<file path="src/wcs_ram.sv">
`timescale 1ns / 1ps
// Generic simple dual-port RAM: one write port, one read port, registered read.
// No package dependency.

module wcs_ram #(
  parameter int DEPTH = 64,
  parameter int WIDTH = 8,
  parameter int AW    = $clog2(DEPTH)
) (
  input  logic             clk_i,
  input  logic             we_i,
  input  logic [AW-1:0]    waddr_i,
  input  logic [WIDTH-1:0] wdata_i,
  input  logic             re_i,
  input  logic [AW-1:0]    raddr_i,
  output logic [WIDTH-1:0] rdata_o
);

  logic [WIDTH-1:0] mem [DEPTH];
  logic [WIDTH-1:0] rdata_q;

  always_ff @(posedge clk_i) begin
    if (we_i) begin
      mem[waddr_i] <= wdata_i;
    end
  end

  always_ff @(posedge clk_i) begin
    if (re_i) begin
      rdata_q <= mem[raddr_i];
    end
  end

  assign rdata_o = rdata_q;

endmodule

</file>
<file path="config.mk">
export PLATFORM = sky130hd
export DESIGN_NAME = wcs_ram
export DESIGN_NICKNAME = d
export VERILOG_FILES = /design/src/wcs_ram.sv
export SDC_FILE = /design/constraint.sdc
export NUM_CORES = 1
export LEC_CHECK = 0
export ABC_CLOCK_PERIOD_IN_PS = 1790
export BUFFER_PORTS_ARGS = -buffer_cell sky130_fd_sc_hd__buf_4
export CORE_MARGIN = 1.5
export CORE_UTILIZATION = 56
export DETAILED_ROUTE_END_ITERATION = 8
export PLACE_DENSITY = 0.76
export SYNTH_ARGS = -nofsm -noshare
export SYNTH_HDL_FRONTEND = slang
export SYNTH_SLANG_ARGS = --single-unit
</file>
<file path="constraint.sdc">
create_clock -name clk_i -period 1.79 [get_ports clk_i]
set_input_delay 0.0895 -clock clk_i [delete_from_list [all_inputs] [get_ports clk_i]]
set_output_delay 0.0895 -clock clk_i [all_outputs]
set_load 0.005 [all_outputs]
</file>
==> results of run 1 <==
[final cells by class]
type	count	area [sq um]	share of cell area, %
antenna	1	2.502	0.01056
timing repair buffer	177	1478	6.238
sequential	520	15620	65.92
clock buffer	64	1368	5.773
multi-input combinational	369	4462	18.83
tap	461	576.8	2.435
clock inverter	26	187.7	0.7923
[flip-flops by register name, indices dropped and copies added (netlist names)]
register	cells
rdata_o	8
mem	512
[routing by layer]
layer  wire (um)  part of all wire [%]  GRT usage [%]
met1       17690                    39          36.03
met2       22450                    49          41.87
met3        4088                   9.0          4.507
met4        1335                   2.9          8.166
met5           8                 0.018              0
[worst paths after layout]
kind                     end  slack (ns)  depth (start not counted)
hold / removal    mem[20][5]        0.07                          1
hold reg to reg   rdata_o[6]        0.89                          3
setup reg to reg  rdata_o[2]       -0.20                          5
setup / recovery  rdata_o[2]       -0.20                          5
[cells in the final DEF (no fill, tap or decap), types with 2 or more instances in the layout]
cell / instances
sky130_fd_sc_hd__buf_4: 163
sky130_fd_sc_hd__o221a_4: 2
sky130_fd_sc_hd__o2bb2ai_2: 2
sky130_fd_sc_hd__o21ai_2: 3
sky130_fd_sc_hd__a221oi_4: 2
sky130_fd_sc_hd__nor2_2: 2
sky130_fd_sc_hd__a211oi_1: 4
sky130_fd_sc_hd__mux2_2: 11
sky130_fd_sc_hd__a21oi_1: 3
sky130_fd_sc_hd__o22ai_1: 8
sky130_fd_sc_hd__bufinv_16: 3
sky130_fd_sc_hd__clkinv_2: 9
sky130_fd_sc_hd__nand2b_1: 7
sky130_fd_sc_hd__o21a_1: 2
sky130_fd_sc_hd__nor4_1: 2
sky130_fd_sc_hd__o2111ai_1: 3
sky130_fd_sc_hd__nor2b_1: 14
sky130_fd_sc_hd__nor2_1: 78
sky130_fd_sc_hd__a221oi_1: 3
sky130_fd_sc_hd__mux2_4: 2
sky130_fd_sc_hd__mux2i_1: 23
sky130_fd_sc_hd__dlygate4sd3_1: 2
sky130_fd_sc_hd__o221ai_1: 8
sky130_fd_sc_hd__nand3b_1: 3
sky130_fd_sc_hd__buf_12: 11
sky130_fd_sc_hd__clkbuf_16: 53
sky130_fd_sc_hd__a22oi_1: 3
sky130_fd_sc_hd__nor2_4: 3
sky130_fd_sc_hd__o41ai_1: 2
sky130_fd_sc_hd__o32ai_1: 2
sky130_fd_sc_hd__clkbuf_1: 11
sky130_fd_sc_hd__nand2_1: 19
sky130_fd_sc_hd__edfxtp_1: 520
sky130_fd_sc_hd__mux4_2: 126
sky130_fd_sc_hd__clkinv_1: 14
sky130_fd_sc_hd__nand4_1: 2
sky130_fd_sc_hd__nand3_1: 13
sky130_fd_sc_hd__nor3_4: 2
sky130_fd_sc_hd__nor3_1: 4
[logic make-up (layout without fill, tap and decap cells)]
| group | count (synthesis) | count (layout) | synth area share (%) |
|---|---|---|---|
| AO/OA/AOI/OAI | 54 | 54 | 2.064 |
| buffers and inverters | 51 | 267 | 1.563 |
| flip-flops | 520 | 520 | 77.12 |
| multiplexers | 162 | 162 | 15.88 |
| other | 0 | 1 | 0 |
| AND/OR/NAND/NOR | 153 | 153 | 3.374 |
[critical path, stage by stage, from the launching register on]
cell and delay, ns:
sky130_fd_sc_hd__edfxtp_1 0.36, sky130_fd_sc_hd__mux4_2 0.49, sky130_fd_sc_hd__mux2_4 0.32, sky130_fd_sc_hd__a221oi_4 0.35
sky130_fd_sc_hd__buf_4 0.19, sky130_fd_sc_hd__o2bb2ai_2 0.05
[power groups by stage]
stage               clock [mW]  sequential [mW]  combinational [mW]
floorplan                    0             13.8               0.730
global placement             0             13.8                1.33
global route              10.7             13.5                1.51
detailed placement           0             13.8                1.36
finish                    10.1             13.5                1.43
CTS                       10.2             13.5                1.43
[timing repair]
item	in CTS	in global routing
endpoints found under the hold margin	10	0
setup endpoints to repair	8	8
pin swaps	8	2
gates resized for setup	25	2
hold buffers	2	0
==> results.txt, run 1 <==
----------------------------------------------------
[Placement]
  Dpl cells ... 1,525
  GP Congestion ... 0.8524
  Post-Place Worst Slack ... -0.4485 ns
  Sum of net half-perimeters after detailed placement ... 27.96 mm
  Number of input and output port buffers inserted ... 30
  Placed cell area ... 21,970 sq um

[Final layout]
  Proportion of layout cells with a drive suffix above 1 ... 34.34%
  Layout net count ... 1,142
  Post-Layout Inst Area ... 23,690 sq um
  Post-layout utilization of the core ... 66.60%
  Finished Layout Cells ... 1,618
  Final-layout fill cell count ... 2,202
  Area growth from synthesis to final layout ... 17.00%

[Synthesis]
  Mapped Nets ... 963
  Number of flops mapped to enable cells by yosys ... 520
  Post-synth design cell area ... 20,250 sq um
  Warning count from the yosys run ... 0
  Average cell area after synthesis ... 21.54 sq um
  Synthesized instance count ... 940
  Flops & latches, synth ... 520
  Dominant register cell in the synthesized netlist ... sky130_fd_sc_hd__edfxtp_1
  Biggest area contributors in the synthesized netlist ... sky130_fd_sc_hd__edfxtp_1, sky130_fd_sc_hd__mux4_2, sky130_fd_sc_hd__nor2_1
  Seq/Total Area, Yosys ... 77.12%
  Most frequent cell after synthesis ... sky130_fd_sc_hd__edfxtp_1
  Share of Yosys cell area claimed by the top area cell type ... 77.12%
  Largest area contributor in the netlist ... sky130_fd_sc_hd__edfxtp_1
  Fraction of registers with async set or reset after synthesis ... 0%
  Number of distinct standard cells referenced by the synthesized netlist ... 39
  Commonest cells post-synth ... sky130_fd_sc_hd__edfxtp_1, sky130_fd_sc_hd__mux4_2, sky130_fd_sc_hd__nor2_1, sky130_fd_sc_hd__mux2i_1, sky130_fd_sc_hd__nand2_1

[Floorplan]
  Overall die width ... 193.1 um
  Chip Height ... 193.1 um
  Effective utilization at floorplan ... 56.92%
  Number of rows in the core area ... 69
  Total core area ... 35,570 sq um
  IO Count ... 31
  Die Outline Area ... 37,310 sq um

[Power and ir drop]
  Cell internal power dissipation ... 19.91 mW
  Switching Share ... 20.57%
  Power density normalized to cell area ... 1058 nW/um^2
  Sequential share of power ... 54.0%
  Reported net switching power ... 5.156 mW
  Total power of the final layout ... 25.07 mW
  Static Leakage ... 7.719 nW
  Max IR drop VDD ... 0.9849 mV
  Logic pwr share ... 5.7%
  Relative contribution of the clock network to total power ... 40.2%

[STA]
  Smallest hold slack ... 0.07000 ns
  Final worst path period share ... 111.2%
  Post-layout minimum cycle time ... 1.991 ns
  Setup TNS ... -1.142 ns
  Hold Violations, Final ... 0
  FMAX ... 502.3 MHz
  Worst max-slew margin expressed relative to the limit ... 50.87%
  Final Slew Violations ... 0
  RSZ-0062 raised after global routing ... true
  Worst-case setup margin in the final layout ... -0.2009 ns
  Tightest Pin Transition ... 0.7370 ns
  Final count of negative-setup-slack endpoints ... 8
  Setup skew after layout ... 0.01429 ns

[Route]
  Post-detailed-route count of antenna-violating nets ... 0
  Drt initial violations ... 1,119
  Number of detailed-route iterations in the first pass ... 5
  Average wire per cell in the routed design ... 28.16 um
  Aggregate routed wire length ... 45.57 mm
  Via/cell ratio ... 6.376
  Overall via count from detail_route ... 10,320
  Number of remaining DRC errors ... 0

[Clock tree]
  Clk buf depth ... 3
  Clock-pin transition on the worst setup and hold timing paths ... 0.06 ns
  Clock Tree Root ... sky130_fd_sc_hd__clkbuf_16
  TritonCTS clock tree ... yes
  Post-CTS Setup Repair Bufs ... 0
  Clk sinks ... 520
  Clock latency reported for the late side of the worst-skew pair ... 0.56 ns
  Total clock buffers created by CTS ... 51
  H-Tree Depth ... 2

[Global routing]
  Number of antenna violations at the first check in global routing ... 1
  Global-route wire length before repair ... 67.93 mm
  Global route total overflow ... 0
  Largest net degree at the start of global routing ... 65
  Total GRT Usage ... 25.72%
  Number of global-route vias before repair ... 10,520

[Critical path]
  Crit path kind ... reg2reg
  Start point of the critical path ... mem[46][2]
  Critical Path Source Type ... register
  Required time of the critical path ... 2.12 ns
  Highest net fanout along the worst path ... 1
  Arrival time worst endpoint ... 2.32 ns
  Launch point of the worst reg-to-reg path ... mem[46][2]
  Worst Setup End Kind ... register

[Hold path]
  Worst hold path class ... in2reg
  Min-delay src ... wdata_i[5]

[Run status]
  Outcome ... finished, violations left
  Violated checks ... negative setup slack

[Job]
  Number of max-cap violations ... 0

----------------------------------------------------
(Power assumes the default switching activity.)
==> inputs of run 2 (changes only) <==
ABC_CLOCK_PERIOD_IN_PS = 1700   (was 1790)
clock period = 1.7 ns   (was 1.79 ns; I/O delays follow)
==> run 2 against run 1 <==
Compared with the run above: the flow still finishes with violations (negative setup slack); wire length fell by 0.28%; hold slack got worse by 0.0037 ns; clock skew grew 0.0070 ns; first-iteration DRC count is 5.9% lower; register-to-register slack worse by 0.04 ns; non-clock buffer count rose by 17; critical path type unchanged; critical endpoint is now rdata_o[6]; largest power group unchanged; highest routed layer unchanged.
==> results.txt, run 2 (synthesis results as in run 1) <==
----------------------------------------------------
[Run status]
  Outcome ... finished, violations left
  Violated checks ... negative setup slack

[Power and ir drop]
  Reported net switching power ... 5.296 mW (+2.7%)
  Relative contribution of the clock network to total power ... 38.4% (-1.8 points)
  Cell internal power dissipation ... 20.36 mW (+2.3%)
  Static Leakage ... 7.750 nW (+0.41%)
  Max IR drop VDD ... 1.122 mV (+14%)
  Switching Share ... 20.64% (+0.068 points)
  Total power of the final layout ... 25.66 mW (+2.4%)
  Logic pwr share ... 6.0% (+0.3 points)
  Power density normalized to cell area ... 1081 nW/um^2 (+2.2%)
  Sequential share of power ... 55.6% (+1.6 points)

[STA]
  Worst max-slew margin expressed relative to the limit ... 51.17% (+0.30 points)
  Final worst path period share ... 114.4% (+3.2 points)
  Worst-case setup margin in the final layout ... -0.2454 ns (-0.04446 ns)
  Post-layout minimum cycle time ... 1.945 ns (-0.04554 ns)
  Tightest Pin Transition ... 0.7325 ns (-0.004568 ns)
  FMAX ... 514.0 MHz (+2.3%)
  Final Slew Violations ... 0 (unchanged)
  Smallest hold slack ... 0.06629 ns (-0.003710 ns)
  RSZ-0062 raised after global routing ... true
  Setup skew after layout ... 0.02126 ns (+0.006968 ns)
  Hold Violations, Final ... 0 (unchanged)
  Final count of negative-setup-slack endpoints ... 8 (unchanged)

[Floorplan]
  Number of rows in the core area ... 69 (unchanged)
  Total core area ... 35,570 sq um (unchanged)
  IO Count ... 31 (unchanged)
  Chip Height ... 193.1 um (unchanged)
  Overall die width ... 193.1 um (unchanged)
  Die Outline Area ... 37,310 sq um (unchanged)
  Effective utilization at floorplan ... 56.92% (unchanged)

[Route]
  Number of detailed-route iterations in the first pass ... 7 (+2)
  Average wire per cell in the routed design ... 27.84 um (-1.1%)
  Aggregate routed wire length ... 45.44 mm (-0.28%)
  Post-detailed-route count of antenna-violating nets ... 0 (unchanged)
  Number of remaining DRC errors ... 0 (unchanged)
  Drt initial violations ... 1,053 (-5.9%)
  Via/cell ratio ... 6.311 (-1.0%)
  Overall via count from detail_route ... 10,300 (-0.17%)

[Hold path]
  Min-delay src ... wdata_i[3]
  Worst hold path class ... in2reg

[Clock tree]
  Clk sinks ... 520 (unchanged)
  Clk buf depth ... 3 (unchanged)
  Clock-pin transition on the worst setup and hold timing paths ... 0.06 ns (about the same)
  TritonCTS clock tree ... yes
  Post-CTS Setup Repair Bufs ... 0 (unchanged)
  Clock latency reported for the late side of the worst-skew pair ... 0.57 ns (about the same)
  Total clock buffers created by CTS ... 50 (-2.0%)
  H-Tree Depth ... 2 (unchanged)
  Clock Tree Root ... sky130_fd_sc_hd__clkbuf_16

[Critical path]
  Start point of the critical path ... mem[20][6]
  Crit path kind ... reg2reg
  Arrival time worst endpoint ... 2.25 ns (-0.07 ns)
  Critical Path Max Stage Delay ... 0.48 ns (about the same)
  Cell class contributing the biggest share of worst-path delay ... multiplexers
  CP bufs+invs ... 0 (-1)
  Critical Path Source Type ... register
  Highest net fanout along the worst path ... 1 (unchanged)
  Launch point of the worst reg-to-reg path ... mem[20][6]
  CP max stage cell ... sky130_fd_sc_hd__mux4_2
  Required time of the critical path ... 2.00 ns (-0.12 ns)
  Worst Setup End Kind ... register
  Cells traversed along the worst timing path ... mux4_2, mux2_4, o221a_4, nor3_2, o32ai_2

[Global routing]
  Number of global-route vias before repair ... 10,410 (-1.1%)
  Number of antenna violations at the first check in global routing ... 1 (unchanged)
  Global-route wire length before repair ... 66.77 mm (-1.7%)
  Global route total overflow ... 0 (unchanged)
  Total GRT Usage ... 25.19% (-0.53 points)
  Largest net degree at the start of global routing ... 65 (unchanged)

[Final layout]
  Finished Layout Cells ... 1,632 (+0.87%)
  Most used cells in the layout excluding fill and tap cells ... sky130_fd_sc_hd__edfxtp_1, sky130_fd_sc_hd__buf_4, sky130_fd_sc_hd__mux4_2
  Post-layout utilization of the core ... 66.72% (+0.12 points)
  Post-Layout Inst Area ... 23,730 sq um (+0.17%)
  Final-layout fill cell count ... 2,211 (+0.41%)
  Biggest register ... mem
  Flip-flop count of the largest register, all copies and words added ... 512 (unchanged)
  Most frequent standard cell in the layout excluding fill and tap cells ... sky130_fd_sc_hd__edfxtp_1
  Area growth from synthesis to final layout ... 17.20%
  Layout net count ... 1,158 (+1.4%)
  Proportion of layout cells with a drive suffix above 1 ... 35.21% (+0.87 points)

[Placement]
  Sum of net half-perimeters after detailed placement ... 28.52 mm (+2.0%)
  Number of input and output port buffers inserted ... 30 (unchanged)
  Placed cell area ... 22,100 sq um (+0.58%)
  Dpl cells ... 1,538 (+0.85%)
  GP Congestion ... 0.8623 (+1.2%)

[Job]
  Number of max-cap violations ... 0 (unchanged)

----------------------------------------------------
[run 2: cell count changes in the layout (fill, tap and decap cells not counted), sizes merged]
cell	change
buf	+13
dlygate4sd3	+4
bufinv	-3
clkinv	-3
clkbuf	+2
inv	+1
[run 2: per-layer routing]
layer	part of all wire [%]	GRT usage (%)
met1	39	35.67
met3	9.0	5.068
met2	49	40.62
met4	2.3	6.834
met5	0.024	0
[run 2: area by class of cell]
cell class | count | area (sq um) | share of cell area (%)
Clock inverter | 21 | 96.34 | 0.4060
Timing Repair Buffer | 194 | 1619 | 6.823
Sequential cell | 520 | 15620 | 65.80
Antenna cell | 1 | 2.502 | 0.01055
Multi-Input combinational cell | 369 | 4488 | 18.91
Tap cell | 461 | 576.8 | 2.431
Clock buffer | 66 | 1333 | 5.615
[run 2: repair_timing]
item	in CTS	in global routing
hold buffers	6	0
gates cloned	0	0
pin swaps	3	2
endpoints found under the hold margin	45	0
resized for setup	23	9
endpoints found under the setup margin	8	16
[run 2: path summary, 6_finish.rpt]
check               end  slack (ns)  cells past startpoint
min          mem[18][3]        0.07                      1
min reg2reg  rdata_o[6]        0.93                      3
max reg2reg  rdata_o[6]       -0.25                      5
max          rdata_o[6]       -0.25                      5
[run 2: power by group through the flow]
stage | sequential (mW) | clock (mW) | combinational [mW]
6_report | 14.3 | 9.86 | 1.53
5_1_grt | 14.3 | 10.5 | 1.62
4_1_cts | 14.3 | 10.0 | 1.53
3_5_place_dp | 14.5 | 0 | 1.46
3_3_place_gp | 14.5 | 0 | 1.43
2_1_floorplan | 14.5 | 0 | 0.787
[run 2: through the flow]
stage	setup slack, ns	setup TNS (ns)
after global routing	-0.3127	-2.097
after global placement	-0.7062	-4.242
after floorplan	-0.08834	-0.5084
final	-0.2454	-1.767
after detailed placement	-0.7367	-4.401
after CTS	-0.2958	-1.828
